===== config.mk =====
export PLATFORM = sky130hd
export DESIGN_NAME = skeleton_dissimilarity_score
export DESIGN_NICKNAME = d
export VERILOG_FILES = /design/src/design/ssd_pkg.sv /design/src/design/skeleton_dissimilarity_score.sv /design/src/design/ssd_mul.sv /design/src/design/ssd_div.sv
export SDC_FILE = /design/constraint.sdc
export NUM_CORES = 1
export LEC_CHECK = 0
export BUFFER_PORTS_ARGS = -buffer_cell sky130_fd_sc_hd__buf_2
export CAP_MARGIN = 10
export CORE_MARGIN = 3
export CORE_UTILIZATION = 40
export CTS_CLUSTER_SIZE = 10
export DETAILED_ROUTE_END_ITERATION = 6
export GPL_ROUTABILITY_DRIVEN = 0
export PLACE_DENSITY_LB_ADDON = 0.15
export SLEW_MARGIN = 20
export SYNTH_ARGS = -nofsm -noshare
export SYNTH_HDL_FRONTEND = slang
export SYNTH_SLANG_ARGS = --single-unit
export TNS_END_PERCENT = 5

===== constraint.sdc =====
create_clock -name clk -period 6.44 [get_ports clk]
set_clock_uncertainty 0.05 [all_clocks]
set_input_delay 0.966 -clock clk [delete_from_list [all_inputs] [get_ports clk]]
set_output_delay 0.966 -clock clk [all_outputs]
set_load 0.005 [all_outputs]

===== src/design/ssd_pkg.sv =====
// Shared constants for the skeleton dissimilarity scorer.
// Field widths, register map and reset values; no dependencies.
package ssd_pkg;

    localparam int COORD_W   = 16;
    localparam int CONF_W    = 16;
    localparam int WEIGHT_W  = 16;
    localparam int LIMIT_W   = 24;
    localparam int SCORE_W   = 24;
    localparam int MAG_W     = 16;                  // |dx|, |dy|
    localparam int SQ_W      = 2 * MAG_W;           // one squared difference
    localparam int DSQ_W     = SQ_W + 1;            // dx^2 + dy^2
    localparam int MUL_A_W   = 16;                  // serial operand, scanned LSB first
    localparam int MUL_B_W   = 24;                  // parallel operand
    localparam int MUL_P_W   = MUL_A_W + MUL_B_W;
    localparam int MUL_CNT_W = $clog2(MUL_A_W);
    localparam int QUO_W     = WEIGHT_W;            // quotient never exceeds the weight
    localparam int DIV_CNT_W = $clog2(QUO_W);

    localparam int DEF_MAX_KEYPOINTS = 32;

    localparam logic [SCORE_W-1:0] SUM_MAX = {SCORE_W{1'b1}};

    // register indexes
    localparam logic [2:0] REG_CONF_THR  = 3'd0;
    localparam logic [2:0] REG_KP_LIMIT  = 3'd1;
    localparam logic [2:0] REG_KP_WEIGHT = 3'd2;
    localparam logic [2:0] REG_CT_LIMIT  = 3'd3;
    localparam logic [2:0] REG_CT_WEIGHT = 3'd4;

    // reset values
    localparam logic [CONF_W-1:0]   RST_CONF_THR  = 16'd3277;
    localparam logic [LIMIT_W-1:0]  RST_KP_LIMIT  = 24'd230400;
    localparam logic [WEIGHT_W-1:0] RST_KP_WEIGHT = 16'd4096;
    localparam logic [LIMIT_W-1:0]  RST_CT_LIMIT  = 24'd921600;
    localparam logic [WEIGHT_W-1:0] RST_CT_WEIGHT = 16'd20480;

endpackage


===== src/design/skeleton_dissimilarity_score.sv =====
// Top level of the skeleton dissimilarity scorer: register file, sequencer, accumulator.
// Uses ssd_pkg, ssd_mul (two instances) and ssd_div.
//
//  channel | direction | signals                       | contents
//  s_*     | in        | tvalid tready tdata tlast     | keypoint pair, tlast = box centres
//  m_*     | out       | tvalid tready tdata tuser     | final score, tuser = saturated
//  apb     | in/out    | psel penable pwrite paddr ... | five config registers at 4*i
//
// A keypoint past MAX_KEYPOINTS is only accepted; one with a confidence at or below threshold
// is accepted and then accumulated.
// Any other item is accepted, squared by both serial squarers, passed through the serial weight
// multiply and the bit-serial divide, then accumulated.
// A centre transaction waits in the accumulate step while the previous score is not taken;
// input is accepted again as soon as the score sits in the output register.
// Reset is asynchronous, active low, and restores register defaults and clears the sum.
module skeleton_dissimilarity_score
    import ssd_pkg::*;
#(
    parameter int MAX_KEYPOINTS = DEF_MAX_KEYPOINTS
)
(
    input  logic         clk,
    input  logic         rst_n,
    // s_tdata: first_x, first_y, first_conf, second_x, second_y, second_conf (16 bits each)
    input  logic         s_tvalid,
    output logic         s_tready,
    input  logic [95:0]  s_tdata,
    input  logic         s_tlast,
    // m_tdata: score (24 bits)
    output logic         m_tvalid,
    input  logic         m_tready,
    output logic [23:0]  m_tdata,
    // m_tuser: saturated (1 bit)
    output logic [0:0]   m_tuser,
    input  logic         psel,
    input  logic         penable,
    input  logic         pwrite,
    input  logic [4:0]   paddr,
    input  logic [31:0]  pwdata,
    output logic [31:0]  prdata,
    output logic         pready
);

    localparam int KP_CNT_W = $clog2(MAX_KEYPOINTS + 1);

    localparam logic [2:0] ST_IDLE = 3'd0;
    localparam logic [2:0] ST_SQ   = 3'd1;
    localparam logic [2:0] ST_MUL  = 3'd2;
    localparam logic [2:0] ST_DIV  = 3'd3;
    localparam logic [2:0] ST_ACC  = 3'd4;

    // configuration
    logic [CONF_W-1:0]   conf_thr_reg;
    logic [LIMIT_W-1:0]  kp_limit_reg;
    logic [WEIGHT_W-1:0] kp_weight_reg;
    logic [LIMIT_W-1:0]  ct_limit_reg;
    logic [WEIGHT_W-1:0] ct_weight_reg;
    logic                cfg_wr;
    logic [2:0]          cfg_idx;

    logic [2:0]          state_reg, state_next;
    logic [KP_CNT_W-1:0] kp_count_reg, kp_count_next;
    logic [SCORE_W-1:0]  sum_reg, sum_next;
    logic                ovf_reg, ovf_next;
    logic                center_reg, center_next;
    logic [QUO_W-1:0]    term_reg, term_next;
    logic                m_valid_reg, m_valid_next;
    logic [SCORE_W-1:0]  m_score_reg;
    logic                m_sat_reg;
    logic                out_load;

    // datapath
    logic signed [COORD_W-1:0] first_x, first_y, second_x, second_y;
    logic [CONF_W-1:0]   first_conf, second_conf;
    logic [COORD_W:0]    dx, dy, dx_neg, dy_neg;
    logic [MAG_W-1:0]    mag_x, mag_y;
    logic                accept;
    logic                conf_ok;
    logic                start_sq, start_wc, start_div;
    logic [MUL_A_W-1:0]  mul_x_a;
    logic [MUL_B_W-1:0]  mul_x_b;
    logic                mul_x_done, mul_y_done;
    logic [MUL_P_W-1:0]  mul_x_p, mul_y_p;
    logic                div_done;
    logic [QUO_W-1:0]    div_q;
    logic [DSQ_W-1:0]    dsq;
    logic [LIMIT_W-1:0]  lim_sel, lim_eff, clamped;
    logic [WEIGHT_W-1:0] weight_sel;
    logic [SCORE_W:0]    acc_sum;
    logic                acc_sat;

    assign first_x     = s_tdata[15:0];
    assign first_y     = s_tdata[31:16];
    assign first_conf  = s_tdata[47:32];
    assign second_x    = s_tdata[63:48];
    assign second_y    = s_tdata[79:64];
    assign second_conf = s_tdata[95:80];

    // ---------------- APB register file ----------------
    assign pready  = 1'b1;
    assign cfg_wr  = psel && penable && pwrite;
    assign cfg_idx = paddr[4:2];

    always_ff @(posedge clk or negedge rst_n)
    begin
        if (!rst_n)
        begin
            conf_thr_reg  <= RST_CONF_THR;
            kp_limit_reg  <= RST_KP_LIMIT;
            kp_weight_reg <= RST_KP_WEIGHT;
            ct_limit_reg  <= RST_CT_LIMIT;
            ct_weight_reg <= RST_CT_WEIGHT;
        end
        else if (cfg_wr)
        begin
            unique case (cfg_idx)
                REG_CONF_THR:  conf_thr_reg  <= pwdata[CONF_W-1:0];
                REG_KP_LIMIT:  kp_limit_reg  <= pwdata[LIMIT_W-1:0];
                REG_KP_WEIGHT: kp_weight_reg <= pwdata[WEIGHT_W-1:0];
                REG_CT_LIMIT:  ct_limit_reg  <= pwdata[LIMIT_W-1:0];
                REG_CT_WEIGHT: ct_weight_reg <= pwdata[WEIGHT_W-1:0];
                default:       ;
            endcase
        end
    end

    always_comb
    begin
        unique case (cfg_idx)
            REG_CONF_THR:  prdata = {16'd0, conf_thr_reg};
            REG_KP_LIMIT:  prdata = {8'd0, kp_limit_reg};
            REG_KP_WEIGHT: prdata = {16'd0, kp_weight_reg};
            REG_CT_LIMIT:  prdata = {8'd0, ct_limit_reg};
            REG_CT_WEIGHT: prdata = {16'd0, ct_weight_reg};
            default:       prdata = 32'd0;
        endcase
    end

    // ---------------- coordinate differences ----------------
    assign dx     = {first_x[COORD_W-1], first_x} - {second_x[COORD_W-1], second_x};
    assign dy     = {first_y[COORD_W-1], first_y} - {second_y[COORD_W-1], second_y};
    assign dx_neg = ~dx + 1'b1;
    assign dy_neg = ~dy + 1'b1;
    // |d| <= 65535, so the low bits of the negation are exact
    assign mag_x  = dx[COORD_W] ? dx_neg[MAG_W-1:0] : dx[MAG_W-1:0];
    assign mag_y  = dy[COORD_W] ? dy_neg[MAG_W-1:0] : dy[MAG_W-1:0];

    assign accept  = s_tvalid && s_tready;
    assign conf_ok = (first_conf > conf_thr_reg) && (second_conf > conf_thr_reg);

    // ---------------- term datapath ----------------
    assign lim_sel    = center_reg ? ct_limit_reg : kp_limit_reg;
    assign lim_eff    = (lim_sel == '0) ? LIMIT_W'(1) : lim_sel;
    assign weight_sel = center_reg ? ct_weight_reg : kp_weight_reg;
    assign dsq        = {1'b0, mul_x_p[SQ_W-1:0]} + {1'b0, mul_y_p[SQ_W-1:0]};
    assign clamped    = (dsq < {{(DSQ_W-LIMIT_W){1'b0}}, lim_eff}) ? dsq[LIMIT_W-1:0] : lim_eff;

    assign mul_x_a = start_wc ? weight_sel : mag_x;
    assign mul_x_b = start_wc ? clamped : {{(MUL_B_W-MAG_W){1'b0}}, mag_x};

    ssd_mul u_mul_x (
        .clk   (clk),
        .rst_n (rst_n),
        .start (start_sq | start_wc),
        .a     (mul_x_a),
        .b     (mul_x_b),
        .done  (mul_x_done),
        .p     (mul_x_p)
    );

    ssd_mul u_mul_y (
        .clk   (clk),
        .rst_n (rst_n),
        .start (start_sq),
        .a     (mag_y),
        .b     ({{(MUL_B_W-MAG_W){1'b0}}, mag_y}),
        .done  (mul_y_done),
        .p     (mul_y_p)
    );

    ssd_div u_div (
        .clk      (clk),
        .rst_n    (rst_n),
        .start    (start_div),
        .dividend (mul_x_p),
        .divisor  (lim_eff),
        .done     (div_done),
        .quotient (div_q)
    );

    assign acc_sum = {1'b0, sum_reg} + {{(SCORE_W+1-QUO_W){1'b0}}, term_reg};
    assign acc_sat = acc_sum[SCORE_W];

    // ---------------- sequencer ----------------
    assign s_tready = (state_reg == ST_IDLE);
    assign out_load = (state_reg == ST_ACC) && center_reg && (!m_valid_reg || m_tready);

    always_comb
    begin
        state_next    = state_reg;
        kp_count_next = kp_count_reg;
        sum_next      = sum_reg;
        ovf_next      = ovf_reg;
        center_next   = center_reg;
        term_next     = term_reg;
        start_sq      = 1'b0;
        start_wc      = 1'b0;
        start_div     = 1'b0;
        m_valid_next  = m_valid_reg && !m_tready;

        unique case (state_reg)
            ST_IDLE:
            begin
                if (accept)
                begin
                    priority if (s_tlast)
                    begin
                        center_next = 1'b1;
                        start_sq    = 1'b1;
                        state_next  = ST_SQ;
                    end
                    else if (kp_count_reg != KP_CNT_W'(MAX_KEYPOINTS))
                    begin
                        center_next   = 1'b0;
                        kp_count_next = kp_count_reg + 1'b1;
                        if (conf_ok)
                        begin
                            start_sq   = 1'b1;
                            state_next = ST_SQ;
                        end
                        else
                        begin
                            term_next  = kp_weight_reg;
                            state_next = ST_ACC;
                        end
                    end
                end
            end
            ST_SQ:
            begin
                if (mul_x_done)
                begin
                    start_wc   = 1'b1;
                    state_next = ST_MUL;
                end
            end
            ST_MUL:
            begin
                if (mul_x_done)
                begin
                    start_div  = 1'b1;
                    state_next = ST_DIV;
                end
            end
            ST_DIV:
            begin
                if (div_done)
                begin
                    term_next  = div_q;
                    state_next = ST_ACC;
                end
            end
            ST_ACC:
            begin
                if (!center_reg)
                begin
                    sum_next   = acc_sat ? SUM_MAX : acc_sum[SCORE_W-1:0];
                    ovf_next   = ovf_reg | acc_sat;
                    state_next = ST_IDLE;
                end
                else if (out_load)
                begin
                    m_valid_next  = 1'b1;
                    sum_next      = '0;
                    ovf_next      = 1'b0;
                    kp_count_next = '0;
                    state_next    = ST_IDLE;
                end
            end
            default:
            begin
                state_next = ST_IDLE;
            end
        endcase
    end

    always_ff @(posedge clk or negedge rst_n)
    begin
        if (!rst_n)
        begin
            state_reg    <= ST_IDLE;
            kp_count_reg <= '0;
            sum_reg      <= '0;
            ovf_reg      <= 1'b0;
            center_reg   <= 1'b0;
            m_valid_reg  <= 1'b0;
        end
        else
        begin
            state_reg    <= state_next;
            kp_count_reg <= kp_count_next;
            sum_reg      <= sum_next;
            ovf_reg      <= ovf_next;
            center_reg   <= center_next;
            m_valid_reg  <= m_valid_next;
        end
    end

    always_ff @(posedge clk)
    begin
        term_reg <= term_next;
        if (out_load)
        begin
            m_score_reg <= acc_sat ? SUM_MAX : acc_sum[SCORE_W-1:0];
            m_sat_reg   <= ovf_reg | acc_sat;
        end
    end

    assign m_tvalid   = m_valid_reg;
    assign m_tdata    = m_score_reg;
    assign m_tuser[0] = m_sat_reg;

`ifndef SYNTHESIS
    a_kp_count_bound: assert property (@(posedge clk) disable iff (!rst_n)
        kp_count_reg <= KP_CNT_W'(MAX_KEYPOINTS))
        else $error("keypoint count past limit");

    a_ovf_implies_max: assert property (@(posedge clk) disable iff (!rst_n)
        ovf_reg |-> (sum_reg == SUM_MAX))
        else $error("overflow flag set with sum below maximum");

    a_sat_score_max: assert property (@(posedge clk) disable iff (!rst_n)
        (m_valid_reg && m_sat_reg) |-> (m_score_reg == SUM_MAX))
        else $error("saturated score not at maximum");

    a_div_to_acc: assert property (@(posedge clk) disable iff (!rst_n)
        (state_reg == ST_DIV && div_done) |=> (state_reg == ST_ACC))
        else $error("divide result not accumulated");

    a_squares_aligned: assert property (@(posedge clk) disable iff (!rst_n)
        (state_reg == ST_SQ) |-> (mul_x_done == mul_y_done))
        else $error("squarers out of step");
`endif

endmodule


===== src/design/ssd_mul.sv =====
// Shift-add multiplier, one bit of operand a per cycle.
// Depends on ssd_pkg for operand widths.
module ssd_mul
    import ssd_pkg::*;
(
    input  logic               clk,
    input  logic               rst_n,
    input  logic               start,
    input  logic [MUL_A_W-1:0] a,
    input  logic [MUL_B_W-1:0] b,
    output logic               done,
    output logic [MUL_P_W-1:0] p
);

    logic                 busy_reg;
    logic                 done_reg;
    logic [MUL_CNT_W-1:0] cnt_reg;
    logic [MUL_B_W-1:0]   b_reg;
    logic [MUL_P_W-1:0]   prod_reg;
    logic [MUL_B_W:0]     sum;

    // upper half collects partial products, lower half holds the bits of a still to scan
    assign sum = {1'b0, prod_reg[MUL_P_W-1:MUL_A_W]}
               + (prod_reg[0] ? {1'b0, b_reg} : {(MUL_B_W+1){1'b0}});

    always_ff @(posedge clk or negedge rst_n)
    begin
        if (!rst_n)
        begin
            busy_reg <= 1'b0;
            done_reg <= 1'b0;
            cnt_reg  <= '0;
        end
        else
        begin
            done_reg <= busy_reg && (cnt_reg == MUL_CNT_W'(MUL_A_W - 1));
            if (start)
            begin
                busy_reg <= 1'b1;
                cnt_reg  <= '0;
            end
            else if (busy_reg)
            begin
                cnt_reg <= cnt_reg + 1'b1;
                if (cnt_reg == MUL_CNT_W'(MUL_A_W - 1))
                    busy_reg <= 1'b0;
            end
        end
    end

    always_ff @(posedge clk)
    begin
        if (start)
        begin
            prod_reg <= {{MUL_B_W{1'b0}}, a};
            b_reg    <= b;
        end
        else if (busy_reg)
        begin
            prod_reg <= {sum, prod_reg[MUL_A_W-1:1]};
        end
    end

    assign done = done_reg;
    assign p    = prod_reg;

endmodule


===== src/design/ssd_div.sv =====
// Restoring divider, one quotient bit per cycle.
// Caller guarantees the quotient fits QUO_W bits. Depends on ssd_pkg.
module ssd_div
    import ssd_pkg::*;
(
    input  logic               clk,
    input  logic               rst_n,
    input  logic               start,
    input  logic [MUL_P_W-1:0] dividend,
    input  logic [LIMIT_W-1:0] divisor,
    output logic               done,
    output logic [QUO_W-1:0]   quotient
);

    logic                 busy_reg;
    logic                 done_reg;
    logic [DIV_CNT_W-1:0] cnt_reg;
    logic [LIMIT_W-1:0]   d_reg;
    logic [LIMIT_W-1:0]   rem_reg;
    logic [QUO_W-1:0]     q_reg;
    logic [LIMIT_W:0]     trial;
    logic [LIMIT_W:0]     diff;
    logic                 ge;

    assign trial = {rem_reg, q_reg[QUO_W-1]};
    assign ge    = trial >= {1'b0, d_reg};
    assign diff  = trial - {1'b0, d_reg};

    always_ff @(posedge clk or negedge rst_n)
    begin
        if (!rst_n)
        begin
            busy_reg <= 1'b0;
            done_reg <= 1'b0;
            cnt_reg  <= '0;
        end
        else
        begin
            done_reg <= busy_reg && (cnt_reg == DIV_CNT_W'(QUO_W - 1));
            if (start)
            begin
                busy_reg <= 1'b1;
                cnt_reg  <= '0;
            end
            else if (busy_reg)
            begin
                cnt_reg <= cnt_reg + 1'b1;
                if (cnt_reg == DIV_CNT_W'(QUO_W - 1))
                    busy_reg <= 1'b0;
            end
        end
    end

    // dividend bits shift out of q_reg as quotient bits shift in
    always_ff @(posedge clk)
    begin
        if (start)
        begin
            rem_reg <= dividend[MUL_P_W-1:QUO_W];
            q_reg   <= dividend[QUO_W-1:0];
            d_reg   <= divisor;
        end
        else if (busy_reg)
        begin
            rem_reg <= ge ? diff[LIMIT_W-1:0] : trial[LIMIT_W-1:0];
            q_reg   <= {q_reg[QUO_W-2:0], ge};
        end
    end

    assign done     = done_reg;
    assign quotient = q_reg;

endmodule


==> results of run 1 <==
[worst max path at each step]
stage	start	endpoint	slack, ps	cells after the start
6_report	u_mul_y.p[0]	u_mul_x.b_reg[4]	610	22
5_1_grt	u_mul_y.p[0]	u_mul_x.b_reg[10]	180	22
4_1_cts	u_mul_y.p[0]	u_mul_x.b_reg[4]	620	22
3_5_place_dp	u_mul_y.p[0]	u_mul_x.b_reg[4]	660	22
3_3_place_gp	u_mul_y.p[0]	u_mul_x.b_reg[14]	720	22
2_1_floorplan	u_mul_x.p[12]	u_mul_x.b_reg[10]	1530	20
[worst max-delay path, delay by kind of cell, from the launching register on]
kind | cells | cell delay (ps)
buf+inv | 2 | 320
fa+ha+maj | 3 | 980
xor+xnor | 1 | 230
mux | 1 | 210
simple gates | 3 | 530
compound gates | 12 | 2530
flops | 1 | 670
[cell type report]
class / count / share of cell area
diodes: 1 / 0.0000861
clock buffers: 80 / 0.0478
clock inverters: 8 / 0.00361
inverters: 166 / 0.0214
multi-input cells: 2062 / 0.508
flip-flops and latches: 374 / 0.345
well taps: 846 / 0.0364
repair buffers: 205 / 0.0380
[kinds of logic after synthesis]
family | count (synthesis)
XOR/XNOR | 141
flip-flops | 374
AND/OR/NAND/NOR | 795
other | 2
buffers and inverters | 279
adder cells (fa/ha/maj) | 213
multiplexers | 243
AO/OA/AOI/OAI | 661
[per-stage QoR]
stage | utilization | worst slack [ps] | instances
2_1_floorplan | - | 1530 | 2715
3_3_place_gp | 0.434 | 724 | 3653
3_5_place_dp | 0.434 | 656 | 3653
4_1_cts | 0.458 | 620 | 3741
5_1_grt | 0.458 | 176 | 3742
6_report | 0.458 | 606 | 3742
[placed cells by master, fill, tap and decap left out, drive strengths merged, types with 131 or more instances in the layout]
cell type,n
ha,206
mux2,149
o21ai,136
nand2,226
buf,205
edfxtp,177
inv,164
dfrtp,131
nor2,216
a21oi,171
[layer usage]
metal	GRT usage	wire length (µm)	share of wire
met5	0	0	0
met2	0.366	35700	0.47
met3	0.0326	4410	0.058
met4	0.0496	1540	0.020
met1	0.302	34000	0.45
[power by group]
group / internal, mW / switching (mW)
clock: 1.48 / 1.08
combinational: 2.87 / 4.02
sequential: 3.32 / 0.669
total: 7.67 / 5.77
==> impl_metrics.tcl, run 1 <==
set metrics [dict create \
    status "complete, no violations" \
    start_kind "register" \
    start_util 0.407 \
    synth_compound_area_frac 0.166 \
    drt-wirelength-per-cell_um 20.2 \
    drt_wl_total_mm 75.6 \
    multi_input_area_um2 14800 \
    drive_above_1_share 0.162 \
    synthAdderAreaFrac 0.105 \
    design_area_um2 29100 \
    power_density_nw_per_um2 462 \
    synth_area_um2 25900 \
    rsz0062_at_grt "false" \
    synth_seq_area_share 0.388 \
    synth_top_area_frac 0.206 \
    die_w_um 260 \
    crit_path_max_incr_delay_ps 670 \
    cts_setup_buffers 0 \
    critPathSlowestCell "edfxtp_1" \
    finalCritPeriodShare 0.906 \
    synthCells 2708 \
    numCtsBuffers 47 \
    track_usage 0.220 \
    arrival_ps 6090 \
    r2r_end "u_mul_x.b_reg[4]" \
    cts_resized 0 \
    drt-pass1-iter-count 6 \
    ys_async_sr_fraction 0.398 \
    synth_xor_area_frac 0.0478 \
    grt_pass1_vias 20400 \
    num_rows 92 \
    yosysUniqueCellTypes 88 \
    vias 21100 \
    worstSetupPathType "reg -> reg" \
    max_freq_ghz 0.171 \
    cts_hold_buf 0 \
    clk_latency_ps 610 \
    finalNetCount 3210 \
    drv_slew 0 \
    syn_area_per_cell_um2 9.55 \
    clk_pin_slew_ps 60 \
    hold_path.class "in -> async" \
    final.setup.tns_ps 0 \
    cts_buffer_depth 3 \
    htreeDepth 2 \
    path_cells "ha_1, inv_1, fa_1, nand2b_1, a21oi_1, o22ai_2, a21oi_1, o21ai_0, nand2b_1, xor2_1, ha_1, a21o_1, a21o_1, a221oi_1, o21ai_0, a2111oi_0, and3_1, o2111ai_1, a2111oi_4, buf_12, mux2i_1, a21oi_1" \
    grt_pass1_wl_mm 117 \
    vias_per_cell 5.63 \
    irDropWorstVdd_uv 221 \
    synth_flop_cell "edfxtp_1" \
    hold_viol 0 \
    reg2reg_slack_ps 610 \
    rr_worst_depth 22 \
    setup_viol 0 \
    antenna_found_initial 2 \
    synth-simple-area-share 0.148 \
    fillers 6122 \
    cts.sink_count 374 \
    leakagePower_nw 12.7 \
    regToRegStartpoint "u_mul_y.p[0]" \
    numPortBuffers 181 \
    post_dp_cell_area_um2 27600 \
    path_max_fanout 32 \
    synth.area.top_cells "edfxtp_1 21%, dfrtp_1 13%, ha_1 10%" \
    tritoncts "yes" \
    fin_crit_ps 5830 \
    ant_nets 0 \
    crit_path_frequent_cell "a21oi_1" \
    register_area_um2 10000 \
    core_um2 63500 \
    grt_overflow 0 \
    cts-root-buf "clkbuf_16" \
    crit_path_end_kind "register" \
    holdWs_ps 394 \
    worst_pin_slew_ps 1100 \
    area_growth_syn_to_layout_pct 12.5 \
    synth_seq_cells 374 \
    synth_top_area_cell "edfxtp_1" \
    synth_warnings 0 \
    timing.slew.headroom 0.264 \
    remaining_drc_errors 0 \
    synth_common_cells "226 x nand2_1, 214 x nor2_1, 206 x ha_1, 177 x edfxtp_1, 170 x a21oi_1" \
    cp_data_required_time_ps 6700 \
    total_power_mw 13.4 \
    synth_top_family_by_area "compound AO/OA/AOI/OAI gates" \
    synth_edf_count 177 \
    chipHeight_um 260 \
    grt_max_degree 96 \
    io_pins 201 \
    yosysMostFrequentCell "nand2_1" \
    cap_viol_max_count 0 \
    drtIter0Drc 1618 \
    die-area_um2 67700 \
    hpwl_mm 57.9 \
    synth.area.mux_share 0.101 \
]
Power figures use the tool's default switching activity.
==> run 2: changes to the inputs <==
Settings changed: CORE_UTILIZATION 40 to 30, RECOVER_POWER set to 50.
==> run 2 against run 1 <==
The run now ends with capacitance limit, slew limit left. Clock power grew 7%. Non-clock buffer count grew 3. First-iteration DRC count down 31%. Die area up 33%. Combinational power grew 2%. Maximum frequency down 0.93%. Sequential share of layout area decreased by 0.50 points. Cell count up 8.2%. Setup slack lost 55 ps. Sequential power about the same. Global-route usage is 4.3 points lower. Highest routed layer unchanged.
==> impl_metrics.tcl, run 2 (synthesized netlist as in run 1, its figures left out) <==
set metrics [dict create \
    crit_end "u_mul_x.b_reg[15]" \
    track_usage 0.177 \
    hpwl_mm 62.4 \
    final.setup.tns_ps 0 \
    total_power_mw 13.7 \
    leakagePower_nw 12.7 \
    crit_path_max_incr_delay_ps 1110 \
    arrival_ps 6130 \
    cts-root-buf "clkbuf_16" \
    worstSetupPathType "reg -> reg" \
    status "complete, but fails checks" \
    critPathSlowestCell "dfrtp_1" \
    cts_hold_buf 0 \
    numCtsBuffers 49 \
    cts_resized 0 \
    crit_path_frequent_cell "clkbuf_1" \
    htreeDepth 2 \
    remaining_drc_errors 0 \
    hold_path.class "reg -> reg" \
    area_growth_syn_to_layout_pct 14.1 \
    chipHeight_um 300 \
    tritoncts "yes" \
    clk_pin_slew_ps 60 \
    cap_viol_max_count 7 \
    finalCritPeriodShare 0.914 \
    die_w_um 300 \
    num_rows 107 \
    drt_wl_total_mm 80.9 \
    grt_overflow 0 \
    vias_per_cell 5.17 \
    path_cells "clkbuf_1, clkbuf_1, mux2_1, inv_1, ha_1, o21a_1, o211ai_1, o21bai_1, a21o_1, and3_1, o2111ai_1, a2111oi_4, buf_12, mux2i_1, a21oi_1" \
    numPortBuffers 181 \
    critPathBufInv 4 \
    die-area_um2 89700 \
    fin_crit_ps 5890 \
    drt-pass1-iter-count 5 \
    power_density_nw_per_um2 464 \
    crit_path_end_kind "register" \
    cp.depth 15 \
    timing.slew.headroom -1.16 \
    cp_data_required_time_ps 6680 \
    irDropWorstVdd_uv 216 \
    setup_viol 0 \
    drv_slew 330 \
    rr_worst_depth 15 \
    path_max_fanout 32 \
    grt_pass1_wl_mm 125 \
    max_freq_ghz 0.170 \
    hold_viol 0 \
    io_pins 201 \
    timing.critical_path.from "center_reg" \
    ant_nets 0 \
    clk_latency_ps 620 \
    start_util 0.303 \
    violations "capacitance limit, slew limit" \
    regToRegStartpoint "center_reg" \
    final_cell_mix "226 x nand2_1, 212 x nor2_1, 206 x ha_1, 177 x edfxtp_1, 170 x a21oi_1" \
    cp_top_family "buffers and inverters" \
    drive_above_1_share 0.141 \
    start_kind "register" \
    drt-wirelength-per-cell_um 20.0 \
    cts_setup_buffers 0 \
    grt_max_degree 68 \
    cts.sink_count 374 \
    antenna_found_initial 4 \
    final_common_cell "nand2_1" \
    drtIter0Drc 1123 \
    r2r_end "u_mul_x.b_reg[15]" \
    grt_pass1_vias 20800 \
    worst_pin_slew_ps 3240 \
    reg2reg_slack_ps 550 \
    core_um2 85300 \
    rsz0062_at_grt "false" \
    vias 20900 \
    cts_buffer_depth 3 \
    finalNetCount 3215 \
]
-- run 2: changes by cell type in the layout (fill, tap and decap cells not counted), moves of 4 or more --
cell | before | now
buf_4 | 23 | 16
clkinv_1 | 3 | 10
clkbuf_8 | 9 | 3
mux2_2 | 149 | 115
mux2_1 | 0 | 34
buf_2 | 180 | 160
bufinv_16 | 0 | 4
clkbuf_1 | 24 | 47
-- run 2: through the flow --
stage | util | setup slack, ps | hold WS (ps) | instances | cell area (µm²)
global route | 0.346 | 248 | 470 | 4046 | 29500
global placement | 0.328 | 942 | 385 | 3954 | 28000
CTS | 0.347 | 786 | 166 | 4046 | 29600
floorplan | - | 1530 | 376 | 2715 | 25900
finish | 0.346 | 552 | 410 | 4047 | 29500
detailed placement | 0.328 | 844 | 402 | 3954 | 28000
-- run 2: report_power, final --
group          total [mW]  leakage [nW]  switching [mW]  internal [mW]
clock network        2.73         0.770            1.12           1.61
registers            3.96          3.94           0.638           3.32
logic                7.01          7.95            4.15           2.86
-- run 2: how the worst min path moves through the flow --
stage | start | to | slack (ps) | cells after the start
floorplan | u_mul_y.p[39] | u_mul_y.p[39] | 380 | 2
global placement | u_mul_y.p[39] | u_mul_y.p[39] | 390 | 2
detailed placement | u_mul_y.p[39] | u_mul_y.p[39] | 400 | 2
CTS | rst_n | ct_limit_reg[16] | 170 | 1
global route | sum_reg[11] | sum_reg[11] | 470 | 1
finish | u_mul_y.p[39] | u_mul_y.p[39] | 410 | 2
-- run 2: cell type report --
class	count	area, µm²
timing repair buffer	208	1060
antenna	1	2.50
sequential	374	10000
fill	8713	55800
inverter	166	623
tap	1144	1430
clock buffer	72	1340
clock inverter	20	255
multi-input combinational	2062	14800
-- run 2: worst reg2reg max path, delay by kind of cell (launching register included) --
kind                     cells  cell delay [ps]
AO/OA/AOI/OAI                7             1300
AND/OR/NAND/NOR              1              160
flip-flops                   1             1110
multiplexers                 2              770
buffers and inverters        4             1930
adder cells (fa/ha/maj)      1              240
-- run 2: metal layers --
layer / global-route usage / routed length, µm / vias up
li1: - / - / 10200
met1: 0.243 / 37800 / 10200
met2: 0.301 / 38700 / 423
met3: 0.0185 / 2900 / 89
met4: 0.0383 / 1510 / 0
met5: 0 / 0 / -
==> run 3: changes to the inputs <==
Settings changed: CORE_ASPECT_RATIO set to 1.25.
==> run 3 against run 2 <==
The run still ends with capacitance limit, slew limit left. Count of clock-buffer cells in the layout grew 11. Non-clock buffer count shrank 1. Clock power shrank 4%. Combinational power shrank 1%. Critical endpoint is now u_mul_x.b_reg[2].
==> impl_metrics.tcl, run 3 (synthesized netlist as in run 1, its figures left out) <==
set metrics [dict create \
    status "complete, but fails checks" \
    violations "capacitance limit, slew limit" \
    switching_power_mw 5.79 \
    critPathBufInv 2 \
    tritoncts "yes" \
    cp.depth 22 \
    power_frac_seq 0.293 \
    clk_pin_slew_ps 60 \
    path_cells "ha_1, inv_1, fa_1, nand2b_1, a21oi_1, o22ai_2, a21oi_1, o21ai_0, nand2b_1, xor2_1, ha_1, a21o_1, a21o_1, a221oi_1, o21ai_0, a2111oi_0, and3_1, o2111ai_1, a2111oi_4, buf_12, mux2i_1, o21ai_0" \
    num_rows 119 \
    htreeDepth 2 \
    power_density_nw_per_um2 460 \
    die-area_um2 89800 \
    grt_pass1_wl_mm 124 \
    p_clk_frac 0.194 \
    irDropWorstVdd_uv 194 \
    cts_buffer_depth 3 \
    cts_resized 0 \
    hpwl_mm 62.8 \
    die_w_um 269 \
    critPathSlowestCell "edfxtp_1" \
    area_growth_syn_to_layout_pct 13.5 \
    max_freq_ghz 0.169 \
    path_max_fanout 32 \
    grt_pass1_vias 21200 \
    fin_crit_ps 5910 \
    n_antenna_cell 0 \
    drt-wirelength-per-cell_um 20.2 \
    final_common_cell "nand2_1" \
    remaining_drc_errors 0 \
    rr_worst_depth 22 \
    vias 20900 \
    finalCritPeriodShare 0.917 \
    worst_pin_slew_ps 3810 \
    p_sw_frac 0.429 \
    grt_overflow 0 \
    timing.slew.headroom -1.54 \
    cts_hold_buf 0 \
    cts-root-buf "clkbuf_16" \
    drv_slew 313 \
    final_cell_mix "226 x nand2_1, 211 x nor2_1, 206 x ha_1, 177 x edfxtp_1, 170 x a21oi_1" \
    start_util 0.305 \
    io_pins 201 \
    drtIter0Drc 1299 \
    worstSetupPathType "reg -> reg" \
    crit_path_max_incr_delay_ps 610 \
    setup_viol 0 \
    drt-pass1-iter-count 5 \
    hold_path.class "in -> async" \
    finalNetCount 3212 \
    rsz0062_at_grt "false" \
    chipHeight_um 334 \
    cp_top_family "compound AO/OA/AOI/OAI gates" \
    vias_per_cell 5.23 \
    antenna_found_initial 3 \
    leakagePower_nw 12.6 \
    cp_data_required_time_ps 6710 \
    total_power_mw 13.5 \
    start_kind "register" \
    cap_viol_max_count 7 \
    hold_viol 0 \
    track_usage 0.177 \
    cts.sink_count 374 \
    numPortBuffers 181 \
    final.setup.tns_ps 0 \
    cts_setup_buffers 0 \
    power_frac_comb 0.513 \
    crit_path_end_kind "register" \
    p_int_mw 7.71 \
    clk_latency_ps 610 \
    arrival_ps 6180 \
    numCtsBuffers 47 \
    core_um2 84900 \
    ant_nets 0 \
    crit_path_frequent_cell "o21ai_0" \
    grt_max_degree 88 \
    drt_wl_total_mm 80.6 \
    drive_above_1_share 0.139 \
]
run 3: cell types whose count changed in the layout (fill, tap and decap cells not counted), moves of 2 or more:
| cell | delta |
|---|---|
| buf_2 | -3 |
| buf_4 | -2 |
| bufinv_16 | -4 |
| clkbuf_1 | +11 |
| clkbuf_16 | +2 |
| clkbuf_2 | -2 |
| clkbuf_8 | +3 |
| clkinv_1 | -8 |
| clkinv_2 | -2 |
| mux2_1 | -2 |
| mux2_2 | +2 |
run 3: routing by layer:
| layer | GRT usage | wire [µm] |
|---|---|---|
| met1 | 0.225 | 35100 |
| met2 | 0.317 | 40400 |
| met3 | 0.0188 | 3000 |
| met4 | 0.0501 | 2150 |
| met5 | 0 | 0 |
run 3: path summary, 6_finish.rpt:
check                               from                  to  slack, ps
max                         u_mul_y.p[0]    u_mul_x.b_reg[2]        530
min                                rst_n     kp_count_reg[0]        370
max reg2reg                 u_mul_y.p[0]    u_mul_x.b_reg[2]        530
min reg2reg                u_mul_y.p[39]       u_mul_y.p[39]        410
max in group asynchronous          rst_n  u_mul_x.cnt_reg[2]       1860
min in group clk           u_mul_y.p[39]       u_mul_y.p[39]        410
run 3: stage by stage:
stage	area (µm²)	instances	worst slack, ps	utilization	hold slack (ps)
2_1_floorplan	25900	2715	1530	-	376
3_3_place_gp	27900	3898	697	0.329	390
3_5_place_dp	27900	3898	581	0.329	400
4_1_cts	29400	3986	537	0.347	408
5_1_grt	29300	3986	36.0	0.346	424
6_report	29300	3986	532	0.346	366
run 3: layout make-up:
cell class                      count  area [µm²]
Inverter                          166         623
Clock inverter                      5        65.1
Multi-Input combinational cell   2062       14800
Sequential cell                   374       10000
Timing Repair Buffer              207        1050
Tap cell                         1089        1360
Fill cell                        8746       55500
Clock buffer                       83        1460
run 3: power groups by stage:
stage / logic (mW) / registers, mW / clock network (mW)
4_1_cts: 6.98 / 3.96 / 2.70
5_1_grt: 7.82 / 4.04 / 2.79
6_report: 6.93 / 3.95 / 2.62
2_1_floorplan: 5.22 / 3.66 / 0
3_3_place_gp: 6.83 / 3.98 / 0
3_5_place_dp: 6.95 / 4.01 / 0
